===== src/rtl/core/tod_pkg.sv =====
// Shared types and constants for the time-of-day clock.
`default_nettype none
package tod_pkg;

    localparam int HOUR_W = 5;
    localparam int MIN_W = 6;
    localparam int SEC_W = 6;
    localparam int IDLE_W = 24;
    localparam int CFG_INDEX_W = 2;

    localparam logic [HOUR_W-1:0] LAST_HOUR = HOUR_W'(23);
    localparam logic [HOUR_W-1:0] NOON_HOUR = HOUR_W'(12);
    localparam logic [MIN_W-1:0] LAST_MINUTE = MIN_W'(59);
    localparam logic [SEC_W-1:0] LAST_SECOND = SEC_W'(59);
    localparam logic [IDLE_W-1:0] IDLE_MAX = '1;
    localparam logic [IDLE_W-1:0] IDLE_LIMIT_RESET = IDLE_W'(60000);

    localparam logic [CFG_INDEX_W-1:0] CFG_MODE_24H = 2'd0;
    localparam logic [CFG_INDEX_W-1:0] CFG_SETTABLE = 2'd1;
    localparam logic [CFG_INDEX_W-1:0] CFG_IDLE_LIMIT = 2'd2;

    typedef enum logic {
        CMD_TICK = 1'b0,
        CMD_BUTTON = 1'b1
    } tod_cmd_t;

    typedef enum logic [1:0] {
        BTN_EXIT = 2'd0,
        BTN_HOUR = 2'd1,
        BTN_MINUTE = 2'd2,
        BTN_ZERO = 2'd3
    } tod_btn_t;

    typedef enum logic [1:0] {
        OP_TICK = 2'd0,
        OP_ADD_HOUR = 2'd1,
        OP_ADD_MINUTE = 2'd2,
        OP_ZERO_SEC = 2'd3
    } tod_opc_t;

    typedef struct packed {
        logic en;
        tod_opc_t code;
    } tod_op_t;

    typedef struct packed {
        logic [HOUR_W-1:0] hour;
        logic [MIN_W-1:0] minute;
        logic [SEC_W-1:0] second;
    } tod_hms_t;

endpackage
`default_nettype wire


===== src/rtl/core/tod_time.sv =====
// Time-of-day counters (hour, minute, second, sub-second tick) and their update.
`default_nettype none
module tod_time #(
    parameter int TICKS_PER_SECOND = 1000
) (
    input  logic             aclk,
    input  logic             aresetn,
    input  tod_pkg::tod_op_t op,
    input  logic             mode_24h,
    output tod_pkg::tod_hms_t hms_next
);
    import tod_pkg::*;

    localparam int TICK_W = (TICKS_PER_SECOND > 1) ? $clog2(TICKS_PER_SECOND) : 1;
    localparam logic [TICK_W-1:0] TICK_LAST = TICK_W'(TICKS_PER_SECOND - 1);

    tod_hms_t hms_reg;
    logic [TICK_W-1:0] tick_reg;
    logic [TICK_W-1:0] tick_next;
    logic [HOUR_W-1:0] hour_inc;

    function automatic logic [HOUR_W-1:0] fix_hour(input logic [HOUR_W-1:0] h,
                                                   input logic m24);
        logic [HOUR_W-1:0] r;
        r = h;
        if (!m24 && h == '0) begin
            r = NOON_HOUR;
        end
        return r;
    endfunction

    always_comb begin
        hour_inc = (hms_reg.hour == LAST_HOUR) ? '0 : hms_reg.hour + 1'b1;
        hms_next = hms_reg;
        tick_next = tick_reg;
        if (op.en) begin
            unique case (op.code)
                OP_TICK: begin
                    if (tick_reg == TICK_LAST) begin
                        tick_next = '0;
                        if (hms_reg.second == LAST_SECOND) begin
                            hms_next.second = '0;
                            if (hms_reg.minute == LAST_MINUTE) begin
                                hms_next.minute = '0;
                                hms_next.hour = hour_inc;
                            end else begin
                                hms_next.minute = hms_reg.minute + 1'b1;
                            end
                        end else begin
                            hms_next.second = hms_reg.second + 1'b1;
                        end
                    end else begin
                        tick_next = tick_reg + 1'b1;
                    end
                end
                OP_ADD_HOUR: begin
                    tick_next = '0;
                    hms_next.hour = fix_hour(hour_inc, mode_24h);
                end
                OP_ADD_MINUTE: begin
                    tick_next = '0;
                    if (hms_reg.minute == LAST_MINUTE) begin
                        hms_next.minute = '0;
                        hms_next.hour = fix_hour(hour_inc, mode_24h);
                    end else begin
                        hms_next.minute = hms_reg.minute + 1'b1;
                        hms_next.hour = fix_hour(hms_reg.hour, mode_24h);
                    end
                end
                OP_ZERO_SEC: begin
                    tick_next = '0;
                    hms_next.second = '0;
                end
                default: begin
                    tick_next = tick_reg;
                end
            endcase
        end
    end

    always_ff @(posedge aclk) begin
        if (!aresetn) begin
            hms_reg <= '0;
            tick_reg <= '0;
        end else begin
            hms_reg <= hms_next;
            tick_reg <= tick_next;
        end
    end

endmodule
`default_nettype wire


===== src/rtl/core/time_of_day_clock_with_set_buttons.sv =====
// Time-of-day clock with hour/minute/zero set buttons and an idle timeout.
//
// Usage:
//   Input requests (s_valid/s_ready) carry s_cmd (tick or button) and s_button.
//   Every request yields exactly one result request on m_valid/m_ready:
//   the time shown after the update plus left_by_button and timed_out flags.
//   Configuration writes use cfg_valid/cfg_ready with cfg_index and cfg_data;
//   cfg_ready is always high. Write only while no request is in flight.
//   A taken request is held in the input register; the update pass then writes
//   its result into the result register, which drives m_valid.
//   Throughput: one request per cycle while the receiver accepts results, set
//   by the single update pass between the input register and the result register.
//   Reset (aresetn low, synchronous) sets the time to midnight, clears the
//   idle count, empties both registers and restores configuration defaults:
//   12-hour mode, settable, idle limit 60000 ticks.
//   When the receiver stalls, the result register holds; the input register
//   still takes one more request, after which s_ready drops.
`default_nettype none
module time_of_day_clock_with_set_buttons #(
    parameter int TICKS_PER_SECOND = 1000
) (
    input  logic                                aclk,
    input  logic                                aresetn,
    input  logic                                s_valid,
    output logic                                s_ready,
    input  logic                                s_cmd,
    input  logic [1:0]                          s_button,
    output logic                                m_valid,
    input  logic                                m_ready,
    output logic [tod_pkg::HOUR_W-1:0]          m_hours_shown,
    output logic [tod_pkg::MIN_W-1:0]           m_minutes_shown,
    output logic [tod_pkg::SEC_W-1:0]           m_seconds_shown,
    output logic                                m_left_by_button,
    output logic                                m_timed_out,
    input  logic                                cfg_valid,
    output logic                                cfg_ready,
    input  logic [tod_pkg::CFG_INDEX_W-1:0]     cfg_index,
    input  logic [tod_pkg::IDLE_W-1:0]          cfg_data
);
    import tod_pkg::*;

    logic mode_24h_reg;
    logic settable_reg;
    logic [IDLE_W-1:0] idle_limit_reg;

    logic in_valid_reg;
    tod_cmd_t in_cmd_reg;
    tod_btn_t in_btn_reg;

    logic [IDLE_W-1:0] idle_reg;
    logic [IDLE_W-1:0] idle_next;
    logic [IDLE_W-1:0] idle_inc;

    logic out_valid_reg;
    logic [HOUR_W-1:0] hours_reg;
    logic [MIN_W-1:0] minutes_reg;
    logic [SEC_W-1:0] seconds_reg;
    logic left_reg;
    logic tout_reg;

    logic process;
    logic left_next;
    logic tout_next;
    logic [HOUR_W-1:0] shown_hour;
    tod_op_t op;
    tod_hms_t hms_next;

    assign process = in_valid_reg && (!out_valid_reg || m_ready);
    assign s_ready = !in_valid_reg || process;
    assign cfg_ready = 1'b1;

    always_comb begin
        op.en = 1'b0;
        op.code = OP_TICK;
        if (in_cmd_reg == CMD_TICK) begin
            op.en = process;
        end else if (settable_reg) begin
            unique case (in_btn_reg)
                BTN_EXIT: op.en = 1'b0;
                BTN_HOUR: begin
                    op.en = process;
                    op.code = OP_ADD_HOUR;
                end
                BTN_MINUTE: begin
                    op.en = process;
                    op.code = OP_ADD_MINUTE;
                end
                BTN_ZERO: begin
                    op.en = process;
                    op.code = OP_ZERO_SEC;
                end
                default: op.en = 1'b0;
            endcase
        end
    end

    tod_time #(
        .TICKS_PER_SECOND(TICKS_PER_SECOND)
    ) u_time (
        .aclk(aclk),
        .aresetn(aresetn),
        .op(op),
        .mode_24h(mode_24h_reg),
        .hms_next(hms_next)
    );

    always_comb begin
        idle_inc = (idle_reg == IDLE_MAX) ? idle_reg : idle_reg + 1'b1;
        idle_next = '0;
        left_next = 1'b0;
        tout_next = 1'b0;
        if (in_cmd_reg == CMD_TICK) begin
            if (settable_reg) begin
                if (idle_inc >= idle_limit_reg) begin
                    tout_next = 1'b1;
                end else begin
                    idle_next = idle_inc;
                end
            end
        end else begin
            left_next = (in_btn_reg == BTN_EXIT) || !settable_reg;
        end
    end

    always_comb begin
        shown_hour = hms_next.hour;
        if (!mode_24h_reg) begin
            if (hms_next.hour >= NOON_HOUR) begin
                shown_hour = hms_next.hour - NOON_HOUR;
            end
            if (shown_hour == '0) begin
                shown_hour = NOON_HOUR;
            end
        end
    end

    always_ff @(posedge aclk) begin
        if (!aresetn) begin
            mode_24h_reg <= 1'b0;
            settable_reg <= 1'b1;
            idle_limit_reg <= IDLE_LIMIT_RESET;
        end else if (cfg_valid && cfg_ready) begin
            unique case (cfg_index)
                CFG_MODE_24H: mode_24h_reg <= cfg_data[0];
                CFG_SETTABLE: settable_reg <= cfg_data[0];
                CFG_IDLE_LIMIT: idle_limit_reg <= cfg_data;
                default: mode_24h_reg <= mode_24h_reg;
            endcase
        end
    end

    always_ff @(posedge aclk) begin
        if (!aresetn) begin
            in_valid_reg <= 1'b0;
            out_valid_reg <= 1'b0;
            idle_reg <= '0;
        end else begin
            if (s_valid && s_ready) begin
                in_valid_reg <= 1'b1;
            end else if (process) begin
                in_valid_reg <= 1'b0;
            end
            if (process) begin
                out_valid_reg <= 1'b1;
                idle_reg <= idle_next;
            end else if (m_ready) begin
                out_valid_reg <= 1'b0;
            end
        end
    end

    always_ff @(posedge aclk) begin
        if (s_valid && s_ready) begin
            in_cmd_reg <= tod_cmd_t'(s_cmd);
            in_btn_reg <= tod_btn_t'(s_button);
        end
        if (process) begin
            hours_reg <= shown_hour;
            minutes_reg <= hms_next.minute;
            seconds_reg <= hms_next.second;
            left_reg <= left_next;
            tout_reg <= tout_next;
        end
    end

    assign m_valid = out_valid_reg;
    assign m_hours_shown = hours_reg;
    assign m_minutes_shown = minutes_reg;
    assign m_seconds_shown = seconds_reg;
    assign m_left_by_button = left_reg;
    assign m_timed_out = tout_reg;

    a_flags_exclusive: assert property (@(posedge aclk) disable iff (!aresetn)
        m_valid |-> !(m_left_by_button && m_timed_out))
        else $error("both prompt-end flags set");

    a_time_range: assert property (@(posedge aclk) disable iff (!aresetn)
        m_valid |-> (m_minutes_shown <= LAST_MINUTE && m_seconds_shown <= LAST_SECOND))
        else $error("minute or second out of range");

    a_empty_ready: assert property (@(posedge aclk) disable iff (!aresetn)
        !in_valid_reg |-> s_ready)
        else $error("input stalled while empty");

    a_process_result: assert property (@(posedge aclk) disable iff (!aresetn)
        process |=> out_valid_reg)
        else $error("processed request produced no result");

    a_timeout_clears: assert property (@(posedge aclk) disable iff (!aresetn)
        (process && tout_next) |=> (idle_reg == '0))
        else $error("idle count not cleared on timeout");

endmodule
`default_nettype wire

===== config.mk =====
export PLATFORM = sky130hd
export DESIGN_NAME = time_of_day_clock_with_set_buttons
export DESIGN_NICKNAME = d
export VERILOG_FILES = /design/src/rtl/core/tod_pkg.sv /design/src/rtl/core/tod_time.sv /design/src/rtl/core/time_of_day_clock_with_set_buttons.sv
export SDC_FILE = /design/constraint.sdc
export NUM_CORES = 1
export LEC_CHECK = 0
export CAP_MARGIN = 20
export CORE_MARGIN = 4
export CORE_UTILIZATION = 40
export DETAILED_ROUTE_END_ITERATION = 12
export DONT_BUFFER_PORTS = 1
export PLACE_DENSITY = 0.51
export SLEW_MARGIN = 20
export SYNTH_ARGS = -nofsm -noshare
export SYNTH_HDL_FRONTEND = slang
export SYNTH_SLANG_ARGS = --single-unit

===== constraint.sdc =====
create_clock -name aclk -period 4.75 [get_ports aclk]
set_input_delay 0.2375 -clock aclk [delete_from_list [all_inputs] [get_ports aclk]]
set_output_delay 0.2375 -clock aclk [all_outputs]
set_load 0.02 [all_outputs]

==> results.txt <==
syn nets: 696
slowest CP cell: and2_2
Buffers on Ports: 0
slew of the pin with the lowest slew margin: 0.9536 ns
largest net degree at the start of global routing: 37
ratio of cells with drive above 1 in the final layout: 0.05929
met3 Track Usage GR: 0.04926
Synth-to-Final Area Change: 8.393%
Final #Nets: 688
status: finished, final reports clean
sequential area share after synthesis: 0.3989
htree depth: 3
Wirelength per Cell: 16.53 um
die span in y: 126.5 um
Arr. time, crit path: 4.51 ns
# diodes: 0
Setup crit end kind: register
worst hold slack: 0.01651 ns
CP Cell Sequence: and4_1 > and4_1 > nand2_1 > nand4_2 > or2_2 > nor2_2 > nand4_1 > xnor2_1 > ha_1 > a21o_1 > a21o_1 > a21oi_1 > nand3_1 > a211o_1 > a21oi_1 > and2_2 > a22o_1
Worst Path Required: 5.06 ns
Hold Path Class: input pin to register
first-pass GRT wire length: 21920 um
Final Routed Wirelength: 13290 um
CTS tree: done
Final Setup Violations: 0
Top FF cell, synth: dfxtp_1
HPWL Detailed: 9579 um
DRC: 0
CTS Buf Count: 9
total negative slack: 0 ns
Synth cell types: 71
DR vias: 4376
core region area: 13830 sq um
flop2flop setup slack: 0.54 ns
Final Max Tran Viols: 0
filler cell count: 1372
synthesized area: 5620 sq um
First-pass DRT Iterations: 4
Rows: 43
design area: 6092 sq um
Worst path max stage delay: 0.43 ns
Setup CP Type: register to register
Syn Area/Cell: 8.964 sq um
Seq cells post-synth: 101
Final Hold Vio Count: 0
Final period util: 0.8862
max cap viols: 0
CTS Sinks: 101
# IOs: 56
fin crit period: 4.209 ns
Worst-path clk slew: 0.08 ns
Placer Congestion: 0.8731
pwr/cell area: 289.1 nW/um^2
Die ar.: 16010 sq um
number of global-route vias before repair: 4241
fraction of registers with async set/reset: 0
postcts setup bufs: 0
RSZ-0062 raised after global routing: no
post-placement cell area: 5749 sq um
Vias/cell: 5.443
Worst-Skew Late Latency: 0.36 ns
antenna violations before repair: 0
clock skew: 0.009242 ns
Die Wd: 126.5 um
total gr overflow: 0
Post-synth EDFFs: 22
GRT busiest layer: met2
overall routing resource usage: 0.1708
Setup crit start kind: register
VDD IR max: 0.0001711 V
achievable frequency: 0.2376 GHz
Initial DRC Count: 254
warnings from Yosys: 0
maximum fanout along the worst path: 20
Final ANT Viol Nets: 0
Static Leak: 2.376 nW
Worst slew margin: 0.3643
Mapped Cells: 627
met1 usage: 0.2441
Max Buffers Root-to-Sink: 2
effective utilization at floorplan: 0.4065
Root Buffer: clkbuf_16
met2 usage: 0.2553
==> kinds of logic (layout without fill, tap and decap cells) <==
| logic type | after synthesis | count (layout) | synth area share |
|---|---|---|---|
| and+or+nand+nor | 237 | 237 | 0.2197 |
| adders and majority gates | 35 | 35 | 0.07792 |
| other | 1 | 1 | 0.0006672 |
| AOI/OAI and AO/OA | 149 | 149 | 0.1968 |
| DFF | 101 | 101 | 0.3989 |
| xor gates and xnor gates | 31 | 31 | 0.04831 |
| buffers and inverters | 67 | 64 | 0.04653 |
| muxes | 6 | 6 | 0.01113 |
==> what timing repair did <==
action | 4_1_cts | 5_1_grt
hold endpoints to repair | 16 | 1
resized for setup | 0 | 1
hold buffers | 5 | 1
endpoints found under the setup margin | 0 | 20
==> layer usage <==
layer	vias to the layer above	part of all wire	routed length [um]
li1	2234	-	-
met5	-	0	0
met1	2050	0.50	6686
met3	10	0.057	761
met2	82	0.43	5678
met4	0	0.012	163
==> per-stage QoR <==
stage | util | setup slack (ns) | total power, mW | std cells
2_1_floorplan | - | 0.8722 | 1.041 | 627
4_1_cts | 0.4397 | 0.3163 | 1.785 | 803
3_5_place_dp | 0.4158 | 0.3490 | 1.070 | 782
6_report | 0.4406 | 0.5406 | 1.761 | 804
3_3_place_gp | 0.4158 | 0.4135 | 1.067 | 782
5_1_grt | 0.4406 | 0.06998 | 1.837 | 804
==> power by group <==
part           internal (mW)  switching, mW  leakage, nW
combinational         0.0514         0.0812         1.40
clock                  0.362          0.343        0.136
sequential             0.898         0.0249        0.843
==> Yosys cell counts (2+ instances only) <==
master    instances  area, sq um
a211o_1           3        26.28
xnor2_1          17        148.9
a21oi_1          27        135.1
a211oi_1          3        22.52
or4_1             3        22.52
edfxtp_1         22        660.6
a21boi_0         19        142.6
nand4_1          20        125.1
nand3_1          16        80.08
a22oi_1           4        30.03
a22o_1           23        201.4
dfxtp_1          79         1582
a41oi_1           2        17.52
nand4_2           2        25.02
nor2_1           33        123.9
nand2b_1          6        37.54
clkbuf_1         20        75.07
a32o_1            2        20.02
and4_1            5        43.79
and3_1            2        12.51
o21ai_0          22        110.1
nor4_1            9        56.30
mux2i_1           4        40.04
buf_2             4        20.02
a21o_1           13        97.59
o21ai_1           3        15.01
nor2b_1           7        43.79
nand3b_1          3        22.52
o211ai_1         10        75.07
and2_1           25        156.4
inv_1            39        146.4
ha_1             35        437.9
mux2_2            2        22.52
nor3_1            6        30.03
or3_1             4        25.02
nand2_1          84        315.3
nand4b_1          2        17.52
xor2_1           14        122.6
==> worst max-delay path: cells and delay by family (launching register included) <==
kind | cells | cell delay, ns
AOI/OAI and AO/OA | 6 | 1.19
xor gates and xnor gates | 1 | 0.23
adders and majority gates | 1 | 0.28
and+or+nand+nor | 9 | 2.06
DFF | 1 | 0.38
==> layout make-up <==
class / instances / area [sq um] / area share
sequential: 101 / 2242 / 0.3680
clock buffer: 9 / 225.2 / 0.03697
tap: 180 / 225.2 / 0.03697
clock inverter: 7 / 55.05 / 0.009037
timing repair buffer: 8 / 75.07 / 0.01232
inverter: 40 / 150.1 / 0.02465
multi-input combinational: 459 / 3119 / 0.5120
==> cells in the final DEF, fill, tap and decap left out, types with 4 or more instances in the layout <==
cell type and n:
nor2b_1 7, xor2_1 14, nand2_1 84, a21oi_1 27, nor2_1 33, o211ai_1 10
a21o_1 13, a22oi_1 4, or3_1 4, xnor2_1 17, edfxtp_1 22, a21boi_0 19
and2_1 24, mux2i_1 4, a22o_1 23, dfxtp_1 79, nor3_1 6, dlygate4sd3_1 6
and4_1 5, clkbuf_16 9, nand3_1 16, o21ai_0 22, nand2b_1 6, inv_1 39
nand4_1 20, ha_1 35, nor4_1 9
==> worst paths after layout <==
kind	from	end	cells past startpoint
max reg2reg	idle_reg[7]$_SDFFE_PN0P_	idle_reg[7]$_SDFFE_PN0P_	17
min	cfg_data[12]	idle_limit_reg[12]$_SDFFE_PN0P_	2
min reg2reg	idle_limit_reg[20]$_SDFFE_PN0P_	idle_limit_reg[20]$_SDFFE_PN0P_	2
max	idle_reg[7]$_SDFFE_PN0P_	idle_reg[7]$_SDFFE_PN0P_	17
(Power assumes the default switching activity.)
